$ cat config.mk
export PLATFORM = sky130hd
export DESIGN_NAME = ini_line_tokenizer
export DESIGN_NICKNAME = d
export VERILOG_FILES = /design/src/ilt_pkg.sv /design/src/ilt_front.sv /design/src/ilt_back.sv /design/src/ilt_outq.sv /design/src/ini_line_tokenizer.sv
export SDC_FILE = /design/constraint.sdc
export NUM_CORES = 2
export LEC_CHECK = 0
export BUFFER_PORTS_ARGS = -buffer_cell sky130_fd_sc_hd__buf_2
export CORE_UTILIZATION = 50
export DETAILED_ROUTE_END_ITERATION = 10
export PLACE_DENSITY = 0.65
export SLEW_MARGIN = 20
export SYNTH_ARGS = -nofsm -noshare
export SYNTH_HDL_FRONTEND = slang
export SYNTH_SLANG_ARGS = --single-unit
$ cat constraint.sdc
create_clock -name clk -period 10.5 [get_ports clk]
set_clock_uncertainty 0.15 [all_clocks]
set_input_delay 3.15 -clock clk [delete_from_list [all_inputs] [get_ports clk]]
set_output_delay 3.15 -clock clk [all_outputs]
set_load 0.02 [all_outputs]
$ cat src/ilt_pkg.sv
// ----------------------------------------------------------------------------
// ilt_pkg
// Shared types, constants and helpers of the INI line tokenizer.
// ----------------------------------------------------------------------------
`timescale 1ns / 1ps
`default_nettype none

package ilt_pkg;

  localparam int LINE_MAX_DEF    = 64;
  localparam int SECTION_MAX_DEF = 65;
  localparam int RESULT_CAP      = 26;
  localparam int LEN_FW          = 11;

  localparam logic [7:0] CH_NL    = 8'h0A;
  localparam logic [7:0] CH_SPACE = 8'h20;
  localparam logic [7:0] CH_EQ    = 8'h3D;
  localparam logic [7:0] CH_BANG  = 8'h21;
  localparam logic [7:0] CH_HASH  = 8'h23;
  localparam logic [7:0] CH_SEMI  = 8'h3B;
  localparam logic [7:0] CH_SLASH = 8'h2F;
  localparam logic [7:0] CH_LBRK  = 8'h5B;
  localparam logic [7:0] CH_RBRK  = 8'h5D;
  localparam logic [7:0] CH_DOT   = 8'h2E;
  localparam logic [7:0] CH_UNDER = 8'h5F;

  localparam logic PART_KEY   = 1'b0;
  localparam logic PART_VALUE = 1'b1;

  typedef struct packed {
    logic              valid;
    logic [LEN_FW-1:0] len;
    logic              ovf;
  } cmd_t;

  typedef struct packed {
    logic        part_kind;
    logic [63:0] chunk_bytes;
    logic [3:0]  byte_count;
    logic        line_truncated;
    logic        last_of_pair;
  } out_item_t;

  function automatic logic [7:0] glob_char(input logic [2:0] idx);
    logic [7:0] c;
    case (idx)
      3'd0:    c = 8'h47;
      3'd1:    c = 8'h4C;
      3'd2:    c = 8'h4F;
      3'd3:    c = 8'h42;
      3'd4:    c = 8'h41;
      3'd5:    c = 8'h4C;
      default: c = 8'h00;
    endcase
    return c;
  endfunction

  function automatic logic is_digit(input logic [7:0] c);
    return (c >= 8'h30) && (c <= 8'h39);
  endfunction

  function automatic logic is_alnum(input logic [7:0] c);
    return is_digit(c) || ((c >= 8'h61) && (c <= 8'h7A)) || ((c >= 8'h41) && (c <= 8'h5A));
  endfunction

  function automatic logic is_space(input logic [7:0] c);
    return (c == CH_SPACE) || ((c >= 8'h09) && (c <= 8'h0D));
  endfunction

endpackage

`default_nettype wire

$ cat src/ilt_front.sv
// ----------------------------------------------------------------------------
// ilt_front
// Takes text bytes, fills the line buffer and hands finished lines onward.
// ----------------------------------------------------------------------------
`timescale 1ns / 1ps
`default_nettype none

module ilt_front #(
  parameter int LINE_MAX = 64
) (
  input  wire logic                        clk,
  input  wire logic                        rst,
  input  wire logic                        push,
  input  wire logic [7:0]                  text_byte,
  input  wire logic                        end_of_file,
  output logic                             full,
  input  wire logic                        busy,
  input  wire logic                        cmd_take,
  output ilt_pkg::cmd_t                    cmd,
  output logic                             lw_en,
  output logic [$clog2(LINE_MAX)-1:0]      lw_addr,
  output logic [7:0]                       lw_data
);
  import ilt_pkg::*;

  localparam int LW = $clog2(LINE_MAX + 1);
  localparam int LA = $clog2(LINE_MAX);

  logic [LW-1:0] len;
  logic          ovf;
  logic          acc;
  logic          room;
  logic [LW-1:0] len_after;
  logic          ovf_after;

  assign full      = cmd.valid || busy;
  assign acc       = push && !full;
  assign room      = int'(len) < LINE_MAX;
  assign lw_en     = acc && (text_byte != CH_NL) && room;
  assign lw_addr   = LA'(len);
  assign lw_data   = text_byte;
  assign len_after = lw_en ? len + 1'b1 : len;
  assign ovf_after = ovf || (acc && (text_byte != CH_NL) && !room);

  always_ff @(posedge clk) begin
    if (rst) begin
      len       <= '0;
      ovf       <= 1'b0;
      cmd.valid <= 1'b0;
      cmd.len   <= '0;
      cmd.ovf   <= 1'b0;
    end else begin
      if (cmd_take) begin
        cmd.valid <= 1'b0;
      end
      if (acc) begin
        if (text_byte == CH_NL || end_of_file) begin
          cmd.valid <= 1'b1;
          cmd.len   <= LEN_FW'(len_after);
          cmd.ovf   <= ovf_after;
          len       <= '0;
          ovf       <= 1'b0;
        end else begin
          len <= len_after;
          ovf <= ovf_after;
        end
      end
    end
  end

endmodule

`default_nettype wire

$ cat src/ilt_back.sv
// ----------------------------------------------------------------------------
// ilt_back
// Walks a buffered line: trims, classifies, normalizes names, emits chunks.
// ----------------------------------------------------------------------------
`timescale 1ns / 1ps
`default_nettype none

module ilt_back #(
  parameter int LINE_MAX    = 64,
  parameter int SECTION_MAX = 65
) (
  input  wire logic                        clk,
  input  wire logic                        rst,
  input  wire ilt_pkg::cmd_t               cmd,
  output logic                             cmd_take,
  output logic                             busy,
  input  wire logic                        lw_en,
  input  wire logic [$clog2(LINE_MAX)-1:0] lw_addr,
  input  wire logic [7:0]                  lw_data,
  output logic                             oq_push,
  output ilt_pkg::out_item_t               oq_item,
  input  wire logic                        oq_full
);
  import ilt_pkg::*;

  localparam int LW = $clog2(LINE_MAX + 1);
  localparam int LA = $clog2(LINE_MAX);
  localparam int ND = LINE_MAX + 2;
  localparam int NA = $clog2(ND);
  localparam int NW = $clog2(LINE_MAX + 3);
  localparam int SA = $clog2(SECTION_MAX);
  localparam int SLW = $clog2(SECTION_MAX + 1);
  localparam int PW = $clog2(SECTION_MAX + LINE_MAX + 3);

  localparam logic [3:0] S_IDLE      = 4'd0;
  localparam logic [3:0] S_TRIM_L    = 4'd1;
  localparam logic [3:0] S_TRIM_R    = 4'd2;
  localparam logic [3:0] S_CLASS     = 4'd3;
  localparam logic [3:0] S_SEC_BR    = 4'd4;
  localparam logic [3:0] S_SEC_TL    = 4'd5;
  localparam logic [3:0] S_SEC_TR    = 4'd6;
  localparam logic [3:0] S_FIND_EQ   = 4'd7;
  localparam logic [3:0] S_KE_TRIM   = 4'd8;
  localparam logic [3:0] S_VS_TRIM   = 4'd9;
  localparam logic [3:0] S_NORM      = 4'd10;
  localparam logic [3:0] S_KEY       = 4'd11;
  localparam logic [3:0] S_VAL_START = 4'd12;
  localparam logic [3:0] S_VAL       = 4'd13;
  localparam logic [3:0] S_PUSH      = 4'd14;

  logic [7:0] line_mem [LINE_MAX];
  logic [7:0] sec_mem  [SECTION_MAX];
  logic [7:0] name_mem [ND];
  logic [7:0] line_rd, sec_rd, name_rd;
  logic [LA-1:0] line_ra;
  logic [SA-1:0] sec_ra;
  logic [NA-1:0] name_ra;

  logic [3:0]    state, ret;
  logic          ph;
  logic [LW-1:0] s, e, eq, ke, vs, vp, nend;
  logic          ovf;
  logic          tgt;
  logic [NW-1:0] nlen, key_len;
  logic [7:0]    pend;
  logic          prev_dot, prev_us;
  logic          dot_found, dot_pfound;
  logic [NW-1:0] dot_last, dot_plast;
  logic          global_sec;
  logic [SLW-1:0] sec_len;
  logic [PW-1:0] p;
  logic [63:0]   chunk;
  logic [3:0]    cnt;
  logic          kind, last_flag;
  logic [4:0]    res_cnt;

  // normalizer step
  logic          wr_en;
  logic [NW-1:0] wr_idx;
  logic [7:0]    wr_dat;
  logic [NW-1:0] nlen_next, dot_last_next, dot_plast_next;
  logic [7:0]    pend_next;
  logic          prev_dot_next, prev_us_next, dot_found_next, dot_pfound_next;
  logic          flushing;

  logic [PW-1:0] ktot, nidx;
  logic [7:0]    kbyte;
  logic          out_last;

  assign busy     = state != S_IDLE;
  assign cmd_take = (state == S_IDLE) && cmd.valid;
  assign flushing = !(s < nend);

  always_comb begin
    case (state)
      S_TRIM_R, S_SEC_BR, S_SEC_TR: line_ra = LA'(e - 1'b1);
      S_FIND_EQ:                    line_ra = LA'(eq);
      S_KE_TRIM:                    line_ra = LA'(ke - 1'b1);
      S_VS_TRIM:                    line_ra = LA'(vs);
      S_VAL:                        line_ra = LA'(vp);
      default:                      line_ra = LA'(s);
    endcase
  end

  assign ktot    = PW'(sec_len) + PW'(key_len) + 1'b1;
  assign nidx    = p - PW'(sec_len) - 1'b1;
  assign sec_ra  = SA'(p);
  assign name_ra = NA'(nidx);

  always_comb begin
    if (p < PW'(sec_len)) begin
      kbyte = global_sec ? glob_char(p[2:0]) : sec_rd;
    end else if (p == PW'(sec_len)) begin
      kbyte = dot_found ? CH_DOT : CH_BANG;
    end else if (dot_found && PW'(dot_last) == nidx) begin
      kbyte = CH_BANG;
    end else begin
      kbyte = name_rd;
    end
  end

  always_comb begin
    wr_en           = 1'b0;
    wr_idx          = nlen - 1'b1;
    wr_dat          = pend;
    nlen_next       = nlen;
    pend_next       = pend;
    prev_dot_next   = prev_dot;
    prev_us_next    = prev_us;
    dot_found_next  = dot_found;
    dot_last_next   = dot_last;
    dot_pfound_next = dot_pfound;
    dot_plast_next  = dot_plast;
    if (flushing) begin
      wr_en = nlen != '0;
    end else if (prev_dot && is_digit(line_rd)) begin
      wr_en         = 1'b1;
      wr_dat        = CH_UNDER;
      pend_next     = line_rd;
      prev_dot_next = 1'b0;
      prev_us_next  = 1'b0;
      if (nlen != '0) begin
        nlen_next      = nlen + 1'b1;
        dot_found_next = dot_pfound;
        dot_last_next  = dot_plast;
      end else begin
        wr_idx    = '0;
        nlen_next = NW'(2);
      end
    end else if (is_alnum(line_rd)) begin
      wr_en         = nlen != '0;
      pend_next     = line_rd;
      nlen_next     = nlen + 1'b1;
      prev_dot_next = 1'b0;
      prev_us_next  = 1'b0;
    end else if (is_space(line_rd) || line_rd == CH_UNDER) begin
      if (!prev_us) begin
        wr_en         = nlen != '0;
        pend_next     = CH_UNDER;
        nlen_next     = nlen + 1'b1;
        prev_dot_next = 1'b0;
        prev_us_next  = 1'b1;
      end
    end else if (!prev_dot) begin
      wr_en           = nlen != '0;
      pend_next       = CH_DOT;
      nlen_next       = nlen + 1'b1;
      prev_dot_next   = 1'b1;
      prev_us_next    = 1'b0;
      dot_pfound_next = dot_found;
      dot_plast_next  = dot_last;
      dot_found_next  = 1'b1;
      dot_last_next   = nlen;
    end
  end

  logic norm_wr;
  assign norm_wr = (state == S_NORM) && (flushing ? !ph : ph) && wr_en;

  always_ff @(posedge clk) begin
    if (lw_en) begin
      line_mem[lw_addr] <= lw_data;
    end
    if (norm_wr && !tgt && int'(wr_idx) < SECTION_MAX) begin
      sec_mem[SA'(wr_idx)] <= wr_dat;
    end
    if (norm_wr && tgt) begin
      name_mem[NA'(wr_idx)] <= wr_dat;
    end
    line_rd <= line_mem[line_ra];
    sec_rd  <= sec_mem[sec_ra];
    name_rd <= name_mem[name_ra];
  end

  assign out_last = last_flag || (int'(res_cnt) == RESULT_CAP - 1);
  assign oq_push  = (state == S_PUSH) && !oq_full;

  always_comb begin
    oq_item.part_kind      = kind;
    oq_item.chunk_bytes    = chunk;
    oq_item.byte_count     = cnt;
    oq_item.line_truncated = ovf;
    oq_item.last_of_pair   = out_last;
  end

  always_ff @(posedge clk) begin
    if (rst) begin
      state      <= S_IDLE;
      ph         <= 1'b0;
      global_sec <= 1'b1;
      sec_len    <= SLW'(6);
    end else begin
      unique case (state)
        S_IDLE: begin
          ph <= 1'b0;
          if (cmd.valid) begin
            s     <= '0;
            e     <= LW'(cmd.len);
            ovf   <= cmd.ovf;
            state <= S_TRIM_L;
          end
        end
        S_TRIM_L: begin
          if (!(s < e)) begin
            state <= S_IDLE;
          end else begin
            ph <= !ph;
            if (ph) begin
              if (line_rd <= CH_SPACE) s <= s + 1'b1;
              else state <= S_TRIM_R;
            end
          end
        end
        S_TRIM_R: begin
          ph <= !ph;
          if (ph) begin
            if (line_rd <= CH_SPACE) e <= e - 1'b1;
            else state <= S_CLASS;
          end
        end
        S_CLASS: begin
          ph <= !ph;
          if (ph) begin
            if (line_rd == CH_SLASH || line_rd == CH_SEMI || line_rd == CH_HASH) begin
              state <= S_IDLE;
            end else if (line_rd == CH_LBRK) begin
              state <= S_SEC_BR;
            end else begin
              eq    <= s;
              state <= S_FIND_EQ;
            end
          end
        end
        S_SEC_BR: begin
          ph <= !ph;
          if (ph) begin
            if (line_rd == CH_RBRK && (e - s) >= LW'(2)) e <= e - 1'b1;
            s     <= s + 1'b1;
            state <= S_SEC_TL;
          end
        end
        S_SEC_TL: begin
          if (!(s < e)) begin
            tgt <= 1'b0; nend <= e; nlen <= '0;
            prev_dot <= 1'b1; prev_us <= 1'b0; dot_found <= 1'b0; dot_pfound <= 1'b0;
            state <= S_NORM;
          end else begin
            ph <= !ph;
            if (ph) begin
              if (line_rd <= CH_SPACE) s <= s + 1'b1;
              else state <= S_SEC_TR;
            end
          end
        end
        S_SEC_TR: begin
          ph <= !ph;
          if (ph) begin
            if (line_rd <= CH_SPACE) begin
              e <= e - 1'b1;
            end else begin
              tgt <= 1'b0; nend <= e; nlen <= '0;
              prev_dot <= 1'b1; prev_us <= 1'b0; dot_found <= 1'b0; dot_pfound <= 1'b0;
              state <= S_NORM;
            end
          end
        end
        S_FIND_EQ: begin
          if (!(eq < e)) begin
            state <= S_IDLE;
          end else begin
            ph <= !ph;
            if (ph) begin
              if (line_rd == CH_EQ) begin
                ke    <= eq;
                vs    <= eq + 1'b1;
                state <= S_KE_TRIM;
              end else begin
                eq <= eq + 1'b1;
              end
            end
          end
        end
        S_KE_TRIM: begin
          if (!(s < ke)) begin
            state <= S_VS_TRIM;
          end else begin
            ph <= !ph;
            if (ph) begin
              if (line_rd <= CH_SPACE) ke <= ke - 1'b1;
              else state <= S_VS_TRIM;
            end
          end
        end
        S_VS_TRIM: begin
          if (!(vs < e)) begin
            tgt <= 1'b1; nend <= ke; nlen <= '0;
            prev_dot <= 1'b1; prev_us <= 1'b0; dot_found <= 1'b0; dot_pfound <= 1'b0;
            state <= S_NORM;
          end else begin
            ph <= !ph;
            if (ph) begin
              if (line_rd <= CH_SPACE) begin
                vs <= vs + 1'b1;
              end else begin
                tgt <= 1'b1; nend <= ke; nlen <= '0;
                prev_dot <= 1'b1; prev_us <= 1'b0; dot_found <= 1'b0; dot_pfound <= 1'b0;
                state <= S_NORM;
              end
            end
          end
        end
        S_NORM: begin
          if (flushing) begin
            ph <= 1'b0;
            if (!tgt) begin
              if (nlen == '0) begin
                global_sec <= 1'b1;
                sec_len    <= SLW'(6);
              end else begin
                global_sec <= 1'b0;
                sec_len    <= (int'(nlen) > SECTION_MAX) ? SLW'(SECTION_MAX) : SLW'(nlen);
              end
              state <= S_IDLE;
            end else begin
              key_len   <= nlen;
              p         <= '0;
              kind      <= PART_KEY;
              chunk     <= '0;
              cnt       <= '0;
              res_cnt   <= '0;
              last_flag <= 1'b0;
              state     <= S_KEY;
            end
          end else begin
            ph <= !ph;
            if (ph) begin
              s          <= s + 1'b1;
              nlen       <= nlen_next;
              pend       <= pend_next;
              prev_dot   <= prev_dot_next;
              prev_us    <= prev_us_next;
              dot_found  <= dot_found_next;
              dot_last   <= dot_last_next;
              dot_pfound <= dot_pfound_next;
              dot_plast  <= dot_plast_next;
            end
          end
        end
        S_KEY: begin
          ph <= !ph;
          if (ph) begin
            chunk[cnt[2:0]*8 +: 8] <= kbyte;
            cnt <= cnt + 1'b1;
            p   <= p + 1'b1;
            if (p == ktot - 1'b1) begin
              ret   <= S_VAL_START;
              state <= S_PUSH;
            end else if (cnt == 4'd7) begin
              ret   <= S_KEY;
              state <= S_PUSH;
            end
          end
        end
        S_VAL_START: begin
          ph   <= 1'b0;
          vp   <= vs;
          kind <= PART_VALUE;
          if (!(vs < e)) begin
            last_flag <= 1'b1;
            state     <= S_PUSH;
          end else begin
            state <= S_VAL;
          end
        end
        S_VAL: begin
          ph <= !ph;
          if (ph) begin
            chunk[cnt[2:0]*8 +: 8] <= line_rd;
            cnt <= cnt + 1'b1;
            vp  <= vp + 1'b1;
            if (vp + 1'b1 == e) begin
              last_flag <= 1'b1;
              state     <= S_PUSH;
            end else if (cnt == 4'd7) begin
              ret   <= S_VAL;
              state <= S_PUSH;
            end
          end
        end
        S_PUSH: begin
          ph <= 1'b0;
          if (!oq_full) begin
            chunk   <= '0;
            cnt     <= '0;
            res_cnt <= res_cnt + 1'b1;
            state   <= out_last ? S_IDLE : ret;
          end
        end
        default: state <= S_IDLE;
      endcase
    end
  end

endmodule

`default_nettype wire

$ cat src/ilt_outq.sv
// ----------------------------------------------------------------------------
// ilt_outq
// Two-entry result queue between the line walker and the result port.
// ----------------------------------------------------------------------------
`timescale 1ns / 1ps
`default_nettype none

module ilt_outq (
  input  wire logic               clk,
  input  wire logic               rst,
  input  wire logic               wr,
  input  wire ilt_pkg::out_item_t wdata,
  output logic                    oq_full,
  input  wire logic               pop,
  output logic                    empty,
  output ilt_pkg::out_item_t      head
);
  import ilt_pkg::*;

  out_item_t  slot [2];
  logic       wp, rp;
  logic [1:0] fill;
  logic       do_pop;

  assign oq_full = fill == 2'd2;
  assign empty   = fill == 2'd0;
  assign head    = slot[rp];
  assign do_pop  = pop && !empty;

  always_ff @(posedge clk) begin
    if (wr) begin
      slot[wp] <= wdata;
    end
    if (rst) begin
      wp   <= 1'b0;
      rp   <= 1'b0;
      fill <= '0;
    end else begin
      if (wr) wp <= !wp;
      if (do_pop) rp <= !rp;
      fill <= fill + {1'b0, wr} - {1'b0, do_pop};
    end
  end

endmodule

`default_nettype wire

$ cat src/ini_line_tokenizer.sv
// ----------------------------------------------------------------------------
// ini_line_tokenizer
// Buffers INI text one line at a time and emits section.key / value chunks.
// ----------------------------------------------------------------------------
// Flow: a line end, or a byte pushed with end_of_file, hands the buffered line
// to the walker, which scans it and pushes its chunks into the result queue.
// Throughput: one byte per cycle within a line while full is low; full stays
// high while a finished line waits or the line walker is busy.
// Reset: synchronous rst empties the line and result queue and sets the
// section to GLOBAL; no clearing pass is needed.
`timescale 1ns / 1ps
`default_nettype none

module ini_line_tokenizer #(
  parameter int LINE_MAX    = ilt_pkg::LINE_MAX_DEF,
  parameter int SECTION_MAX = ilt_pkg::SECTION_MAX_DEF
) (
  input  wire logic        clk,
  input  wire logic        rst,
  input  wire logic        push,
  output logic             full,
  input  wire logic [7:0]  text_byte,
  input  wire logic        end_of_file,
  output logic             empty,
  input  wire logic        pop,
  output logic             part_kind,
  output logic [63:0]      chunk_bytes,
  output logic [3:0]       byte_count,
  output logic             line_truncated,
  output logic             last_of_pair
);
  import ilt_pkg::*;

  cmd_t                        cmd;
  logic                        cmd_take, busy;
  logic                        lw_en;
  logic [$clog2(LINE_MAX)-1:0] lw_addr;
  logic [7:0]                  lw_data;
  logic                        oq_push, oq_full;
  out_item_t                   oq_item, head;

  ilt_front #(.LINE_MAX(LINE_MAX)) u_front (
    .clk, .rst, .push, .text_byte, .end_of_file, .full,
    .busy, .cmd_take, .cmd, .lw_en, .lw_addr, .lw_data
  );

  ilt_back #(.LINE_MAX(LINE_MAX), .SECTION_MAX(SECTION_MAX)) u_back (
    .clk, .rst, .cmd, .cmd_take, .busy, .lw_en, .lw_addr, .lw_data,
    .oq_push, .oq_item, .oq_full
  );

  ilt_outq u_outq (
    .clk, .rst, .wr(oq_push), .wdata(oq_item), .oq_full, .pop, .empty, .head
  );

  assign part_kind      = head.part_kind;
  assign chunk_bytes    = head.chunk_bytes;
  assign byte_count     = head.byte_count;
  assign line_truncated = head.line_truncated;
  assign last_of_pair   = head.last_of_pair;

  a_busy_full: assert property (@(posedge clk) disable iff (rst) busy |-> full)
    else $error("byte accepted while line walker busy");
  a_no_overflow: assert property (@(posedge clk) disable iff (rst) oq_push |-> !oq_full)
    else $error("result queue overrun");
  a_count_range: assert property (@(posedge clk) disable iff (rst)
    !empty |-> byte_count <= 4'd8)
    else $error("chunk byte count out of range");
  a_empty_value: assert property (@(posedge clk) disable iff (rst)
    (!empty && byte_count == 4'd0) |-> (part_kind && last_of_pair))
    else $error("empty chunk outside an empty value");

endmodule

`default_nettype wire
== Yosys cells after proc, flatten, opt, wreduce, memory -nomap -nowiden ==
Memories as Yosys holds them, arrays and structs flattened. A register that Yosys moved wholly into a read port is not among the register bits.
Index checks and enable logic that the tools add are counted.

* Flip-flop bits (word level): 212
* RAM bits: 1702
* Input bits: 13
* Output and inout bits: 73
* Logic and storage cells: 513
* Memories: 4

{| class="wikitable"
|+ Memory list
! name !! depth !! width !! rd ports !! clocked after Yosys merged registers in !! write ports !! RTL line !! source
|-
| u_back.name_mem || 66 || 8 || 1 || 1 || 1 || ilt_back.sv:53 || <nowiki>logic [7:0] name_mem [ND];</nowiki>
|-
| u_back.sec_mem || 65 || 8 || 1 || 1 || 1 || ilt_back.sv:52 || <nowiki>logic [7:0] sec_mem [SECTION_MAX];</nowiki>
|-
| u_back.line_mem || 64 || 8 || 1 || 1 || 1 || ilt_back.sv:51 || <nowiki>logic [7:0] line_mem [LINE_MAX];</nowiki>
|-
| u_outq.slot || 2 || 71 || 1 || 1 || 1 || ilt_outq.sv:20 || <nowiki>out_item_t slot [2];</nowiki>
|}

* Add/subtract/negate cells: 21
* Order comparisons: 19
* Equality and inequality tests: 101
* Shifts and indexed selects: 3
* Muxes and demuxes: 227
* Bitwise gates (word level): 7
* Reduce and logical (&&, ||, !) cells: 94

{| class="wikitable"
|+ Operators with widths
! kind !! count
|-
| $mux 7 || 60
|-
| $mux 64 || 5
|-
| $pmux 64 s4 || 1
|-
| $mux 4 || 41
|-
| $bwmux 64 || 2
|-
| $shiftx 8x34->64 || 2
|-
| $mux 8 || 14
|-
| $mux 1 || 74
|-
| $shift 8x34->64 const A || 1
|-
| $ne 2x1->1 const B || 30
|-
| $pmux 4 s15 || 1
|-
| $pmux 7 s2 || 4
|-
| $pmux 7 s4 || 2
|-
| $reduce_and 7->1 || 7
|-
| $add 7x1->7 const B || 6
|-
| $pmux 7 s3 || 2
|-
| $eq 8x6->1 const B || 5
|-
| $reduce_and 8->1 || 5
|-
| $lt 7x7->1 || 5
|-
| $pmux 7 s5 || 1
|-
| $neg 6->34 || 1
|-
| $ne 2x2->1 const B || 16
|-
| $pmux 6 s5 || 1
|-
| $eq 4x4->1 const B || 7
|-
| other kinds (73) || 179
|}

== Logic depth before layout (Yosys ltp) ==
* Depth after elaboration: 13
* Mapped depth: 15
* Gate-level depth less buffers: 13

== Hierarchy ==
From an unflattened synthesis, not the netlist that was laid out.

* Cell total of the unflattened synthesis: 4762
* Area total of the unflattened synthesis: 80201.9 um2

{| class="wikitable"
|+ Modules (own cells, without submodules)
! module !! times used !! cells an instance !! area an instance (um2) !! seq. area each (um2)
|-
| ilt_back || 1 || 4379 || 73295.3 || 52900.7
|-
| ilt_outq || 1 || 244 || 5718.0 || 4364.2
|-
| ilt_front || 1 || 139 || 1188.6 || 340.3
|}

== Least setup slack after synthesis ==
Ideal clock, no wire load.

* Path kind: in2reg
* Start: input port rst
* End: register u_back.chunk[0] (enable)
* Library setup time: 0.581 ns
* Data arrival time: 8.285 ns
* Data required time: 9.769 ns
* Setup slack: 1.484 ns
* Stages: 4
* Path buffers: 1
* Path through: clkbuf_1 > nor2_1 > nand4_1 > a211oi_1

* Cells in the longest elaborated chain, start to end: 2

{| class="wikitable"
|+ RTL lines
! what !! RTL line !! source
|-
| start, declared || ini_line_tokenizer.sv:19 || <nowiki>input wire logic rst,</nowiki>
|-
| $not 1->1 (no source line) || n/a ||
|-
| $reduce_and 7->1 (no source line) || n/a ||
|-
| end signal, assigned by index || ilt_back.sv:372 || <nowiki>chunk[cnt[2:0]*8 +: 8] <= kbyte;</nowiki>
|-
| end signal, assigned by index || ilt_back.sv:398 || <nowiki>chunk[cnt[2:0]*8 +: 8] <= line_rd;</nowiki>
|-
| end, declared || ilt_back.sv:72 || <nowiki>logic [63:0] chunk;</nowiki>
|}

No other way between the ends.
A chain may end at the register's enable or synchronous reset.

== Worst setup path in the final report ==
* Start: input port text_byte[7]
* End: memory u_back.line_mem[36][2] (enable)

* Cells in the longest elaborated chain, start to end: 5

{| class="wikitable"
|+ RTL lines
! what !! RTL line !! source
|-
| start, declared || ini_line_tokenizer.sv:22 || <nowiki>input wire logic [7:0] text_byte,</nowiki>
|-
| $ne 8x4->1 || ilt_front.sv:39 || <nowiki>assign lw_en = acc && (text_byte != CH_NL) && room;</nowiki>
|-
| $logic_and 1x1->1 (2 in series) || ilt_front.sv:39 ||
|-
| $mux 1 || ilt_back.sv:181 || <nowiki>if (lw_en) begin</nowiki>
|-
| $mux 1 (not written as such) || ilt_back.sv:182 || <nowiki>line_mem[lw_addr] <= lw_data;</nowiki>
|-
| end, declared || ilt_back.sv:51 ||
|}

No other way between the ends.

==> flow_metrics.py <==
metrics = {
    "outcome": {
        "outcome": "complete, no violations",
    },
    "floorplanning": {
        "die_x_um": 403.2,
        "core-area_um2": 159100,
        "die_h_um": 403.2,
        "die_area_um2": 162600,
        "initial_core_util": 0.5059,
        "row_count": 146,
        "ioPinCount": 86,
    },
    "cts": {
        "clock-sinks": 1938,
        "cts.clk_slew.worst_paths_ns": 0.06,
        "cts_resized": 0,
        "post_cts_buffers": 0,
        "htree_levels": 4,
        "cts_root_buf": "clkbuf_16",
        "clock_latency_ns": 0.83,
        "cts_buffers": 193,
        "clk_path_buf_depth": 3,
        "cts_hold_buf": 0,
        "cts_tree": "built",
    },
    "synthesis": {
        "synth_commonest_cells": "edfxtp_1, nand2_1, nor2_1",
        "ys_async_sr_fraction": 0,
        "synth_top_area_frac": 0.7010,
        "synth_edf_count": 1879,
        "synthTopCellsByArea": "edfxtp_1, mux4_2, nand2_1, nor2_1, dfxtp_1",
        "ys_warn_count": 0,
        "avgSynthCellArea_um2": 16.02,
        "yosysUniqueCellTypes": 89,
        "synthCells": 5023,
        "ys_seq_area_frac": 0.7157,
        "yosys.area.top_type": "edfxtp_1",
        "yosysMostFrequentCell": "edfxtp_1",
        "syn-cell-area_um2": 80490,
        "synth_flop_cell": "edfxtp_1",
        "synth_nets": 5111,
        "ys_seq_elements": 1938,
    },
    "pwr": {
        "p_per_area_nw_per_um2": 197.7,
        "static-leakage-power_uw": 0.02905,
        "finalPower_uw": 17690,
        "irDropWorstVdd_uv": 171.6,
    },
    "detailed_routing": {
        "route.detailed.drc": 0,
        "viasPerCell": 6.098,
        "ant_nets": 0,
        "drtPass1Iterations": 8,
        "post_drt_wl_per_cell_um": 26.02,
        "num_vias": 45190,
        "drt_iter0_drc": 5120,
        "routed_wl_um": 192900,
    },
    "worst_setup_path": {
        "path_buf_inv": 2,
        "end_kind": "register",
        "max_stage_delay_ns": 0.95,
        "cp_max_fo": 65,
        "crit_chain": "buf_2 -> buf_4 -> or4_1 -> nor2_1 -> nor3_2 -> nand3_1 -> nor2_1",
        "path_delay_family": "simple AND/OR/NAND/NOR gates",
        "crit_arrival_ns": 6.70,
        "crit_slowest_cell": "nand3_1",
        "cp-start-kind": "primary input",
        "r2r_setup_slack_ns": 4.85,
        "ff2ff_path_depth": 8,
        "worst_path_most_repeated_cell": "nor2_1",
        "worstPathRequired_ns": 10.80,
        "critPathKind": "in -> reg",
        "timing.rr.start": "u_back.line_rd[3]$_DFF_P_",
        "regToRegEndpoint": "u_back.name_mem[60][6]$_DFFE_PP_",
    },
    "cells_and_area": {
        "multi_input_area_um2": 21700,
        "seq_area_um2": 57610,
        "nNetsFinal": 5189,
        "area_growth_pct": 11.18,
        "drive_gt1_frac": 0.1715,
        "fill_cells": 12180,
    },
    "global_route": {
        "grt_pass1_wl_um": 287000,
        "grt_pass1_vias": 44040,
        "grt.total_usage": 0.2365,
        "grt_start_max_net_pins": 191,
        "antenna_found_initial": 4,
        "grt_overflow": 0,
    },
    "placed_design": {
        "place_congestion": 0.9142,
        "portBuffers": 85,
        "hpwl_um": 118300,
    },
    "hold_path": {
        "min_to": "u_back.ovf$_DFFE_PP_",
        "min_path_cells": 0,
        "hp-start": "u_front.cmd[0]$_SDFFE_PP0P_",
        "hp-class": "reg -> reg",
    },
    "timing": {
        "setup_violations": 0,
        "max_clock_freq_ghz": 0.1562,
        "worstMarginPinSlew_ns": 1.162,
        "slew_viol_final": 0,
        "finalSetupTns_ns": 0,
        "finalHoldViolCount": 0,
        "period_minus_slack_ns": 6.402,
        "period_share": 0.6097,
        "relSlewSlack": 0.2232,
        "rsz0062_at_grt": "false",
    },
    "run": {
        "maxCapViolCount": 0,
    },
}
-- final cells by class --
cell class / count / area share
Clock buffer: 253 / 0.05740
Sequential cell: 1938 / 0.6437
Clock inverter: 105 / 0.01241
Timing Repair Buffer: 156 / 0.01103
Antenna cell: 1 / 0.00002796
Inverter: 72 / 0.003020
Tap cell: 2146 / 0.03000
Multi-Input combinational cell: 2740 / 0.2424
-- worst register-to-register path, cell delays in order (launching register included) --
cell and delay (ns):
dfxtp_1 0.90, o21ai_0 0.18, and3_1 0.27, nand2_1 0.43, nor2_1 0.23, a21oi_1 0.52
nand3_1 0.82, or3_1 0.93, nor2_1 0.84
-- through the flow --
stage / area (um2) / utilization / hold slack (ns) / setup WS [ns] / std cells
2_1_floorplan: 80490 / - / 0.2590 / 1.484 / 5023
3_3_place_gp: 83210 / 0.5230 / 0.2728 / 2.867 / 7052
3_5_place_dp: 83220 / 0.5230 / 0.2806 / 2.831 / 7052
4_1_cts: 89460 / 0.5623 / 0.2962 / 3.732 / 7410
5_1_grt: 89490 / 0.5625 / 0.3171 / 3.961 / 7410
6_report: 89500 / 0.5625 / 0.2934 / 4.098 / 7411
-- layer usage --
metal,track usage,wire length [um],vias up
met3,0.03533,14470,336
met4,0.06984,5143,4
met1,0.3367,80060,23130
li1,-,-,19800
met2,0.3802,93160,1928
met5,0,27,-
-- sequential cells by signal (all words and copies together) (netlist names), 8 cells and up, named ones only --
| name | flops |
|---|---|
| u_front.cmd | 9 |
| u_back.line_rd | 8 |
| u_back.pend | 8 |
| u_back.p | 8 |
| u_back.name_rd | 8 |
| u_outq.slot | 142 |
| u_back.sec_rd | 8 |
| u_back.name_mem | 528 |
| u_back.chunk | 64 |
| u_back.sec_mem | 520 |
| u_back.line_mem | 512 |
-- cell families (layout without fill, tap and decap cells) --
kind of cell,Yosys count,after routing,share of synthesized area
other,1,2,0.00004659
buffers and inverters,345,586,0.01716
flip-flops,1938,1938,0.7157
adder cells (fa/ha/maj),75,75,0.01194
AND/OR/NAND/NOR,1462,1462,0.08001
multiplexers,502,502,0.1148
AO/OA/AOI/OAI,608,608,0.04993
XOR/XNOR,92,92,0.01045
-- power breakdown --
group	internal (uW)	total [uW]	leakage, uW	switching, uW
sequential	8520	8650	0.0176	134
combinational	670	2240	0.00843	1570
clock	3880	6800	0.00303	2920
total	13100	17700	0.0290	4620
-- worst max path at each step --
| stage | from | end | cells past startpoint |
|---|---|---|---|
| after global routing | text_byte[7] | u_back.line_mem[36][5]$_DFFE_PP_ | 7 |
| final | text_byte[7] | u_back.line_mem[36][2]$_DFFE_PP_ | 7 |
| after CTS | text_byte[7] | u_back.line_mem[4][2]$_DFFE_PP_ | 7 |
| after detailed placement | text_byte[7] | u_back.line_mem[4][2]$_DFFE_PP_ | 7 |
| after global placement | text_byte[7] | u_back.line_mem[44][3]$_DFFE_PP_ | 7 |
| after floorplan | rst | u_back.chunk[0]$_DFFE_PP_ | 4 |
-- cells in the final DEF, fill, tap and decap left out, types with 13 or more instances in the layout --
cell | netlist | final
bufinv_16 | 0 | 17
mux2_2 | 91 | 91
a21o_1 | 19 | 18
a21oi_1 | 152 | 150
nand2b_1 | 23 | 20
buf_4 | 4 | 68
clkinv_2 | 0 | 36
a31oi_1 | 92 | 92
a211oi_1 | 18 | 17
nand2_1 | 592 | 592
edfxtp_1 | 1879 | 1879
clkbuf_16 | 0 | 195
nand4_1 | 14 | 14
clkinv_1 | 2 | 35
xnor2_1 | 59 | 57
buf_2 | 56 | 85
mux2i_1 | 83 | 83
nor2_1 | 440 | 434
o221ai_1 | 44 | 44
o21ai_0 | 94 | 94
and2_1 | 25 | 22
or3_1 | 13 | 13
inv_1 | 70 | 70
o22ai_1 | 41 | 41
nor3_1 | 32 | 27
mux4_2 | 328 | 328
a32oi_1 | 44 | 44
nor2b_1 | 21 | 21
and3_1 | 84 | 84
nor4_1 | 19 | 19
xor2_1 | 30 | 30
clkbuf_1 | 167 | 54
nand3_1 | 143 | 143
ha_1 | 72 | 71
dfxtp_1 | 59 | 58
No activity file was read; power rests on OpenSTA's default activity.
